===== src/design/case_insensitive_pattern_counter_defines.svh =====
// ----------------------------------------------------------------------------
// case insensitive pattern counter assertion macros
// shared property forms for the pattern counter checks
// ----------------------------------------------------------------------------
`ifndef CASE_INSENSITIVE_PATTERN_COUNTER_DEFINES_SVH
`define CASE_INSENSITIVE_PATTERN_COUNTER_DEFINES_SVH

// same-cycle implication, clocked on aclk, off during reset
`define CIPC_ASSERT_NOW(label, ante, cons, msg) \
    label: assert property (@(posedge aclk) disable iff (!aresetn) (ante) |-> (cons)) \
        else $error(msg);

// next-cycle implication, clocked on aclk, off during reset
`define CIPC_ASSERT_NEXT(label, ante, cons, msg) \
    label: assert property (@(posedge aclk) disable iff (!aresetn) (ante) |=> (cons)) \
        else $error(msg);

`endif


===== src/design/cipc_pkg.sv =====
// ----------------------------------------------------------------------------
// cipc_pkg
// types, codes and helpers shared by the pattern counter modules
// ----------------------------------------------------------------------------
`default_nettype none

package cipc_pkg;

    localparam int unsigned LEN_W   = 5;
    localparam int unsigned VALUE_W = 32;
    localparam int unsigned IDX_W   = 2;
    localparam int unsigned CFG_W   = 64;

    localparam logic [7:0]         NEWLINE = 8'd10;
    localparam logic [VALUE_W-1:0] SAT32   = {VALUE_W{1'b1}};

    // configuration register indexes
    localparam logic [IDX_W-1:0] REG_PATTERN_LOW    = 2'd0;
    localparam logic [IDX_W-1:0] REG_PATTERN_HIGH   = 2'd1;
    localparam logic [IDX_W-1:0] REG_PATTERN_LENGTH = 2'd2;

    typedef enum logic {
        KIND_LINE  = 1'b0,
        KIND_TOTAL = 1'b1
    } kind_t;

    typedef struct packed {
        kind_t              kind;
        logic [VALUE_W-1:0] value;
        logic               final_result;
    } result_t;

    // up to two results written into the result queue per request
    typedef struct packed {
        logic [1:0] cnt;
        result_t    e0;
        result_t    e1;
    } push_t;

    function automatic logic [7:0] fold(input logic [7:0] b);
        logic [7:0] r;
        r = b;
        if (b >= 8'd65 && b <= 8'd90) begin
            r = b + 8'd32;
        end
        return r;
    endfunction

endpackage

`default_nettype wire


===== src/design/cipc_window.sv =====
// ----------------------------------------------------------------------------
// cipc_window
// folded byte window, boundary counter and parallel pattern compare
// ----------------------------------------------------------------------------
`default_nettype none

module cipc_window #(
    parameter int unsigned MAX_PATTERN = 16
) (
    input  wire logic                       aclk,
    input  wire logic                       aresetn,
    input  wire logic                       advance,
    input  wire logic [7:0]                 text_byte,
    input  wire logic                       restart,   // newline or end of text
    input  wire logic                       clear,     // end of text
    input  wire logic [127:0]               pattern,
    input  wire logic [cipc_pkg::LEN_W-1:0] len,       // already clamped 1..MAX_PATTERN
    output logic                            hit
);

    localparam int unsigned CW = $clog2(MAX_PATTERN + 1);

    logic [MAX_PATTERN-1:0][7:0] win_reg;
    logic [MAX_PATTERN-1:0][7:0] win_next;
    logic [CW-1:0]               cnt_reg;
    logic [CW-1:0]               cnt_inc;
    logic [CW-1:0]               cnt_next;
    logic [MAX_PATTERN-1:0]      lane_ok;

    always_comb begin
        win_next[0] = cipc_pkg::fold(text_byte);
        for (int j = 1; j < MAX_PATTERN; j++) begin
            win_next[j] = win_reg[j-1];
        end
    end

    assign cnt_inc = (cnt_reg == CW'(MAX_PATTERN)) ? cnt_reg : cnt_reg + CW'(1);

    // lane j holds the byte j places back; it meets pattern byte len-1-j
    always_comb begin
        logic [cipc_pkg::LEN_W-1:0] pidx;
        for (int j = 0; j < MAX_PATTERN; j++) begin
            pidx = len - cipc_pkg::LEN_W'(1) - cipc_pkg::LEN_W'(j);
            lane_ok[j] = (cipc_pkg::LEN_W'(j) >= len) ||
                         (win_next[j] == cipc_pkg::fold(pattern[{pidx[3:0], 3'b000} +: 8]));
        end
    end

    assign hit = (&lane_ok) && (cipc_pkg::LEN_W'(cnt_inc) >= len);

    always_comb begin
        cnt_next = cnt_inc;
        if (hit || restart) begin
            cnt_next = '0;
        end
    end

    always_ff @(posedge aclk) begin
        if (!aresetn) begin
            win_reg <= '0;
            cnt_reg <= '0;
        end else if (advance) begin
            win_reg <= clear ? '0 : win_next;
            cnt_reg <= cnt_next;
        end
    end

endmodule

`default_nettype wire


===== src/design/cipc_rfifo.sv =====
// ----------------------------------------------------------------------------
// cipc_rfifo
// four-entry result queue, takes up to two results per cycle, gives one
// ----------------------------------------------------------------------------
`default_nettype none

module cipc_rfifo (
    input  wire logic              aclk,
    input  wire logic              aresetn,
    input  wire cipc_pkg::push_t   push,
    input  wire logic              pop,
    output cipc_pkg::result_t      head,
    output logic                   not_empty,
    output logic                   has_room    // room for two more results
);

    localparam int unsigned DEPTH = 4;
    localparam int unsigned PW    = $clog2(DEPTH);

    cipc_pkg::result_t mem [DEPTH];
    logic [PW-1:0]     wr_reg;
    logic [PW-1:0]     rd_reg;
    logic [PW:0]       cnt_reg;
    logic [PW:0]       cnt_next;
    logic              do_pop;

    assign not_empty = (cnt_reg != '0);
    assign has_room  = (cnt_reg <= (PW+1)'(DEPTH - 2));
    assign do_pop    = pop && not_empty;
    assign head      = mem[rd_reg];
    assign cnt_next  = cnt_reg + (PW+1)'(push.cnt) - (PW+1)'(do_pop);

    always_ff @(posedge aclk) begin
        if (push.cnt != 2'd0) begin
            mem[wr_reg] <= push.e0;
        end
        if (push.cnt == 2'd2) begin
            mem[wr_reg + PW'(1)] <= push.e1;
        end
    end

    always_ff @(posedge aclk) begin
        if (!aresetn) begin
            wr_reg  <= '0;
            rd_reg  <= '0;
            cnt_reg <= '0;
        end else begin
            wr_reg  <= wr_reg + PW'(push.cnt);
            rd_reg  <= rd_reg + PW'(do_pop);
            cnt_reg <= cnt_next;
        end
    end

endmodule

`default_nettype wire


===== src/design/case_insensitive_pattern_counter.sv =====
// ----------------------------------------------------------------------------
// case_insensitive_pattern_counter
// counts non-overlapping case-folded pattern matches in a byte stream,
// reports matching line numbers and the total count at end of text
// ----------------------------------------------------------------------------
//  channel   dir  handshake          payload
//  s_        in   s_tvalid/s_tready  s_tdata[7:0] text_byte, s_tlast end_of_text
//  m_        out  m_tvalid/m_tready  m_tdata result_value, m_tuser result_kind,
//                                    m_tlast final_result
//  cfg_      in   cfg_we             cfg_index, cfg_wdata
//
//  one text byte per cycle; the window compare and counter update sit between
//  the state registers and a four-entry result queue
//  a byte ending a matching line together with end of text makes two results,
//  which drain one per cycle through the queue while m_tready is high
//  s_tready drops while the queue has room for fewer than two results
//  aresetn is synchronous; it clears all state and sets the pattern length to 1
// ----------------------------------------------------------------------------
`default_nettype none

`include "case_insensitive_pattern_counter_defines.svh"

module case_insensitive_pattern_counter #(
    parameter int unsigned MAX_PATTERN = 16,
    parameter int unsigned LIST_LIMIT  = 1024
) (
    input  wire logic                         aclk,
    input  wire logic                         aresetn,

    input  wire logic                         s_tvalid,
    output logic                              s_tready,
    input  wire logic [7:0]                   s_tdata,   // [7:0] text_byte
    input  wire logic                         s_tlast,   // end_of_text

    output logic                              m_tvalid,
    input  wire logic                         m_tready,
    output logic [cipc_pkg::VALUE_W-1:0]      m_tdata,   // [31:0] result_value
    output logic                              m_tuser,   // [0] result_kind
    output logic                              m_tlast,   // final_result

    input  wire logic                         cfg_we,
    input  wire logic [cipc_pkg::IDX_W-1:0]   cfg_index,
    input  wire logic [cipc_pkg::CFG_W-1:0]   cfg_wdata
);

    localparam int unsigned RW = $clog2(LIST_LIMIT + 1);
    localparam int unsigned VW = cipc_pkg::VALUE_W;
    localparam int unsigned LW = cipc_pkg::LEN_W;

    logic [63:0]   pat_lo_reg;
    logic [63:0]   pat_hi_reg;
    logic [LW-1:0] pat_len_reg;
    logic [LW-1:0] len;

    logic [VW-1:0] line_reg;
    logic [VW-1:0] line_next;
    logic          had_reg;
    logic          had_next;
    logic [VW-1:0] total_reg;
    logic [VW-1:0] total_next;
    logic [VW-1:0] total_inc;
    logic [RW-1:0] rep_reg;
    logic [RW-1:0] rep_next;

    logic              acc;
    logic              is_nl;
    logic              line_end;
    logic              hit;
    logic              report_line;
    cipc_pkg::push_t   push;
    cipc_pkg::result_t head;
    logic              room;

    // configuration registers
    always_ff @(posedge aclk) begin
        if (!aresetn) begin
            pat_lo_reg  <= '0;
            pat_hi_reg  <= '0;
            pat_len_reg <= LW'(1);
        end else if (cfg_we) begin
            case (cfg_index)
                cipc_pkg::REG_PATTERN_LOW:    pat_lo_reg  <= cfg_wdata;
                cipc_pkg::REG_PATTERN_HIGH:   pat_hi_reg  <= cfg_wdata;
                cipc_pkg::REG_PATTERN_LENGTH: pat_len_reg <= cfg_wdata[LW-1:0];
                default: ;
            endcase
        end
    end

    always_comb begin
        len = pat_len_reg;
        if (pat_len_reg == '0) begin
            len = LW'(1);
        end else if (pat_len_reg > LW'(MAX_PATTERN)) begin
            len = LW'(MAX_PATTERN);
        end
    end

    assign acc      = s_tvalid && s_tready;
    assign is_nl    = (s_tdata == cipc_pkg::NEWLINE);
    assign line_end = is_nl || s_tlast;

    cipc_window #(
        .MAX_PATTERN (MAX_PATTERN)
    ) u_window (
        .aclk      (aclk),
        .aresetn   (aresetn),
        .advance   (acc),
        .text_byte (s_tdata),
        .restart   (line_end),
        .clear     (s_tlast),
        .pattern   ({pat_hi_reg, pat_lo_reg}),
        .len       (len),
        .hit       (hit)
    );

    assign total_inc   = (hit && total_reg != cipc_pkg::SAT32) ? total_reg + VW'(1) : total_reg;
    assign report_line = line_end && (had_reg || hit) && (rep_reg < RW'(LIST_LIMIT));

    always_comb begin
        line_next  = line_reg;
        had_next   = had_reg || hit;
        total_next = total_inc;
        rep_next   = rep_reg;
        if (s_tlast) begin
            line_next  = VW'(1);
            had_next   = 1'b0;
            total_next = '0;
            rep_next   = '0;
        end else if (line_end) begin
            if (line_reg != cipc_pkg::SAT32) begin
                line_next = line_reg + VW'(1);
            end
            had_next = 1'b0;
            rep_next = rep_reg + RW'(report_line);
        end
    end

    always_ff @(posedge aclk) begin
        if (!aresetn) begin
            line_reg  <= VW'(1);
            had_reg   <= 1'b0;
            total_reg <= '0;
            rep_reg   <= '0;
        end else if (acc) begin
            line_reg  <= line_next;
            had_reg   <= had_next;
            total_reg <= total_next;
            rep_reg   <= rep_next;
        end
    end

    // line report goes first, total count after it
    always_comb begin
        cipc_pkg::result_t line_res;
        cipc_pkg::result_t total_res;
        line_res.kind          = cipc_pkg::KIND_LINE;
        line_res.value         = line_reg;
        line_res.final_result  = 1'b0;
        total_res.kind         = cipc_pkg::KIND_TOTAL;
        total_res.value        = total_inc;
        total_res.final_result = 1'b1;
        push.cnt = '0;
        if (acc) begin
            push.cnt = 2'(report_line) + 2'(s_tlast);
        end
        push.e0 = report_line ? line_res : total_res;
        push.e1 = total_res;
    end

    cipc_rfifo u_rfifo (
        .aclk      (aclk),
        .aresetn   (aresetn),
        .push      (push),
        .pop       (m_tready),
        .head      (head),
        .not_empty (m_tvalid),
        .has_room  (room)
    );

    assign s_tready = room;
    assign m_tdata  = head.value;
    assign m_tuser  = head.kind;
    assign m_tlast  = head.final_result;

    `CIPC_ASSERT_NEXT(a_total_follows_last, s_tvalid && s_tready && s_tlast, m_tvalid,
        "end of text request left no result pending")
    `CIPC_ASSERT_NEXT(a_state_cleared_after_last, s_tvalid && s_tready && s_tlast,
        total_reg == '0 && line_reg == VW'(1) && rep_reg == '0 && !had_reg,
        "state not cleared after end of text")
    `CIPC_ASSERT_NOW(a_report_limit, 1'b1, rep_reg <= RW'(LIST_LIMIT),
        "reported line count passed the limit")

endmodule

`default_nettype wire

===== config.mk =====
export PLATFORM = sky130hd
export DESIGN_NAME = case_insensitive_pattern_counter
export DESIGN_NICKNAME = d
export VERILOG_FILES = /design/src/design/cipc_pkg.sv /design/src/design/cipc_window.sv /design/src/design/cipc_rfifo.sv /design/src/design/case_insensitive_pattern_counter.sv
export VERILOG_INCLUDE_DIRS = /design/src /design/src/design
export SDC_FILE = /design/constraint.sdc
export NUM_CORES = 1
export LEC_CHECK = 0
export BUFFER_PORTS_ARGS = -buffer_cell sky130_fd_sc_hd__buf_2
export CORE_MARGIN = 2
export CORE_UTILIZATION = 45
export DETAILED_ROUTE_END_ITERATION = 10
export PLACE_DENSITY = 0.68
export SETUP_SLACK_MARGIN = 0.2
export SYNTH_ARGS = -nofsm -noshare
export SYNTH_HDL_FRONTEND = slang
export SYNTH_SLANG_ARGS = --single-unit

===== constraint.sdc =====
create_clock -name aclk -period 17.4 [get_ports aclk]
set_input_delay 0.87 -clock aclk [delete_from_list [all_inputs] [get_ports aclk]]
set_output_delay 0.87 -clock aclk [all_outputs]
set_load 0.01 [all_outputs]

==> results.md <==
Clock network:
- In this run the number of H-tree levels came out at 2.
- The post-cts hold buffer count is 0.
- The tree built by TritonCTS fans out to roughly 470 sinks.
- The CTS buffer count is 50.
- Once the clock tree was built, the resizer swapped 0 gates to a different size.
- TritonCTS built the clock tree.
- The longest clock path from root to sink contains 3 buffers.
- The root buffer cell is sky130_fd_sc_hd__clkbuf_16.
- The clock latency on the worst-skew pair is roughly 0.63 ns.
- Clock-pin slew was measured on the worst setup and hold paths at about 0.07 ns.
- The number of setup buffers added after CTS is 0.

Pwr:
- The total power per unit cell area is ~86 nW/um^2.
- Summed over all cells, the static leakage comes to ~13 nW.
- The worst vdd rail ir drop is 0.0834 mV.

Floorplanning:
- The floorplan step defined a core boundary enclosing approximately 70000 sq um.
- The area of the die is approximately 73000 sq um.
- In this run the core area contains just under 100 standard-cell rows.
- between 100 and 150 I/O pins were placed.
- The initial utilization of the core area, before any placement, comes to 0.455.
- The die extent in y is around 270 um.
- The die span in x is 270 um.

Synthesis:
- The number of nets produced by synthesis is ~3.6k.
- The commonest register cell after synthesis is sky130_fd_sc_hd__dfxtp_1.
- The mapped cell area is 31900 sq um.
- Counting flops with a built-in enable in the synthesized netlist gives around 130.
- In the post-synthesis netlist, the biggest area contributors are sky130_fd_sc_hd__dfxtp_1 22%, sky130_fd_sc_hd__mux4_2 12%, sky130_fd_sc_hd__edfxtp_1 12%.
- The sequential element share of the synthesized area is 0.336.
- Of all flip-flops after synthesis, the portion carrying an async set or reset was 0.
- The number of storage elements in the synthesis netlist is roughly 470.
- The total of warnings raised by yosys is 0.
- The distinct cell type count of the synthesized netlist is between 90 and 100.
- Summed over all instances, the cell type with the most area after synthesis is sky130_fd_sc_hd__dfxtp_1.
- Averaged over all synthesized cells, the footprint is approximately 9.1 sq um.
- The commonest cells after synthesis are 424 x sky130_fd_sc_hd__nand2_1, 345 x sky130_fd_sc_hd__dfxtp_1, 326 x sky130_fd_sc_hd__a21oi_1.
- Of the post-synthesis cell area, the dominant cell type holds 0.216.
- The number of cells produced by synthesis is between 3k and 4k.
- The most common cell in the synthesized netlist is sky130_fd_sc_hd__nand2_1.

Timing:
- The total count of max-transition violations in the final report is 0.
- The hold violation count in the final report is 0.
- The final hold slack is about 0.47 ns.
- The tightest slew margin relative to the limit is 0.132.
- The final count of negative-setup-slack endpoints is 0.
- At the pin with the least slew margin, the transition time is 1.30 ns.
- The worst clock skew is between 0.04 and 0.05 ns.
- For this run, the top clock speed supported by timing is a little over 0.09 GHz.
- Setup total negative slack on the finished layout was measured at 0 ns.
- Setup repair after global routing left no endpoint under its margin.
- Dividing the final minimum period by the clock period gives 0.619.
- The minimum clock period after layout is about 11 ns.

Worst setup path:
- Data arrives at the worst endpoint at between 10 and 15 ns.
- The setup check on the worst reg-to-reg path leaves a slack of around 6.6 ns.
- The most prevalent standard cell on the critical path is sky130_fd_sc_hd__buf_4.
- Traced cell by cell, the critical path runs through buf_4 -> nand2b_4 -> buf_4 -> inv_2 -> mux2i_1 -> mux4_2 -> a21oi_1 -> ha_1 -> nand3_1 -> or3b_2 -> mux2_2 -> o211ai_1 -> o31a_1 -> nor4_1 -> and4_1 -> a21oi_4 -> nor2_1 -> ha_1 -> nand2b_1 -> nor2_1 -> o21a_2 -> o31ai_4 -> buf_4 -> o2bb2ai_1.
- The worst setup path is captured at a register.
- The startpoint type of the worst setup path is a register.
- The worst-case reg-to-reg path depth is 24.
- The type of the worst setup path is register to register.
- For this run, the slowest stage of the critical path takes roughly 1.0 ns.
- The number of buffer and inverter stages on the critical path is 4.
- The launch point of the worst reg-to-reg path is pat_len_reg[4]$_SDFFE_PN0P_.
- The cell with the biggest individual delay on the critical path is sky130_fd_sc_hd__a21oi_1.
- The endpoint identified for the worst register-to-register timing path is u_rfifo.mem[2][11]$_DFFE_PP_.
- In this run the number of cells on the critical path is 24.
- The required time of the critical path is about 18 ns.
- The kind of cell with the highest combined delay on the critical path is compound AO/OA/AOI/OAI gates.
- The worst-path maximum fanout is 39.

Global routing:
- The total global-route track usage is 0.290.
- The number of global-route vias before repair came to roughly 26k.
- The initial antenna violation count is 3.
- The wire length of the first global-routing pass is 165000 um.
- Entering global routing, the biggest net connects about 120 pins.
- The leftover overflow at the end of global routing is 0.

Place:
- The detailed placer's ending HPWL is between 70000 and 80000 um.
- Routability-driven placement finished with a final weighted congestion of roughly 1.1.
- The count of buffers added on input and output ports is between 100 and 150.

Finish:
- The number of fill cells is around 6.7k.
- The register with the highest flop count is u_rfifo.mem.
- The layout overhead on the synthesized area is 9.20%.
- The number of flip-flops in the largest register is 132.
- Of the cells placed in the final design, the portion with a size suffix greater than 1 is 0.157.
- The sequential cells in the finished layout cover a total of around 11000 sq um.
- The area of the multi-input gates is between 15000 and 20000 sq um.
- The count of nets after finishing is between 3k and 4k.

Outcome:
- The flow ran to the end, and the final reports show no timing, DRC or antenna violations.

Routing:
- For this run, design rule violations remaining after detail routing come to 0.
- In the final routed layout, each cell accounts on average for between 20 and 25 um.
- The total vias in the final route is around 28k.
- The first-pass iteration count of the detailed router is 6.
- The detail-routed via count per cell is between 6 and 7.
- The total wire length is 109000 um.
- For this block, the initial DRC count from the detailed router was 3346.
- The detail route stage leaves a number of antenna-violating nets equal to 0.

Hold path:
- The type of the tightest min-delay check is register to register.
- The worst-case hold path end point is u_rfifo.mem[3][0]$_SDFFE_PP1N_.
- The worst hold path begins at u_rfifo.mem[3][0]$_SDFFE_PP1N_.
- The number of cells on the worst hold path is 2.

Run:
- Across the run, the number of max-cap violations was 0.
-- metal layers --
layer,GRT usage,part of all wire,vias to the layer above
met1,0.378,0.40,13805
met4,0.169,0.067,2
met5,0,0.00013,-
li1,-,-,12877
met3,0.0512,0.090,319
met2,0.451,0.45,1395
-- report_power, final --
group | switching [W] | internal, W
logic | 0.000430 | 0.000241
clock network | 0.000479 | 0.000669
registers | 0.0000308 | 0.00116
-- worst min-delay path, cell delays in order, from the launching register on --
cell and delay (ns):
sky130_fd_sc_hd__dfxtp_1 0.33, sky130_fd_sc_hd__nor2_1 0.05, sky130_fd_sc_hd__nor2_1 0.07
-- placed cells by master (no fill, tap or decap), drive strengths merged, types with 100 or more instances in the layout --
| master | Yosys | routed |
|---|---|---|
| dfxtp | 345 | 345 |
| a21oi | 327 | 327 |
| mux2i | 201 | 201 |
| and3 | 129 | 129 |
| mux4 | 174 | 174 |
| nor2 | 287 | 287 |
| edfxtp | 128 | 128 |
| nand2 | 426 | 426 |
| buf | 84 | 171 |
| o21ai | 101 | 101 |
| nor3 | 100 | 100 |
-- worst max-delay path by stage --
stage,from,end
6_report,pat_len_reg[4]$_SDFFE_PN0P_,u_rfifo.mem[2][11]$_DFFE_PP_
5_1_grt,pat_len_reg[4]$_SDFFE_PN0P_,u_rfifo.mem[2][11]$_DFFE_PP_
4_1_cts,pat_len_reg[4]$_SDFFE_PN0P_,u_rfifo.mem[2][11]$_DFFE_PP_
3_5_place_dp,pat_len_reg[4]$_SDFFE_PN0P_,u_rfifo.mem[2][10]$_DFFE_PP_
3_3_place_gp,pat_len_reg[4]$_SDFFE_PN0P_,u_rfifo.mem[2][6]$_DFFE_PP_
2_1_floorplan,pat_len_reg[4]$_SDFFE_PN0P_,u_rfifo.mem[2][2]$_DFFE_PP_
-- cell families after synthesis --
group                      synth area share
AOI/OAI and AO/OA                     0.155
xor gates and xnor gates             0.0514
adders and majority gates            0.0194
buffers and inverters                0.0434
DFF                                   0.336
muxes                                 0.197
and+or+nand+nor                       0.197
-- per-stage QoR --
stage               setup WS, ns  total power, W  std cells   util  area (sq um)
global placement            7.06         0.00187       4341  0.472         33100
global route                5.91         0.00311       4435  0.497         34900
detailed placement          6.83         0.00187       4341  0.472         33100
finish                      6.62         0.00301       4435  0.497         34900
floorplan                   7.82         0.00167       3492      -         31900
CTS                         6.78         0.00302       4434  0.497         34900
-- area by class of cell --
class / instances / share of cell area
tap: 940 / 0.0337
clock inverter: 21 / 0.00825
timing repair buffer: 171 / 0.0285
clock buffer: 72 / 0.0432
antenna: 1 / 0.0000717
inverter: 69 / 0.00771
sequential: 473 / 0.308
multi-input combinational: 2688 / 0.570
(Power assumes the default switching activity.)
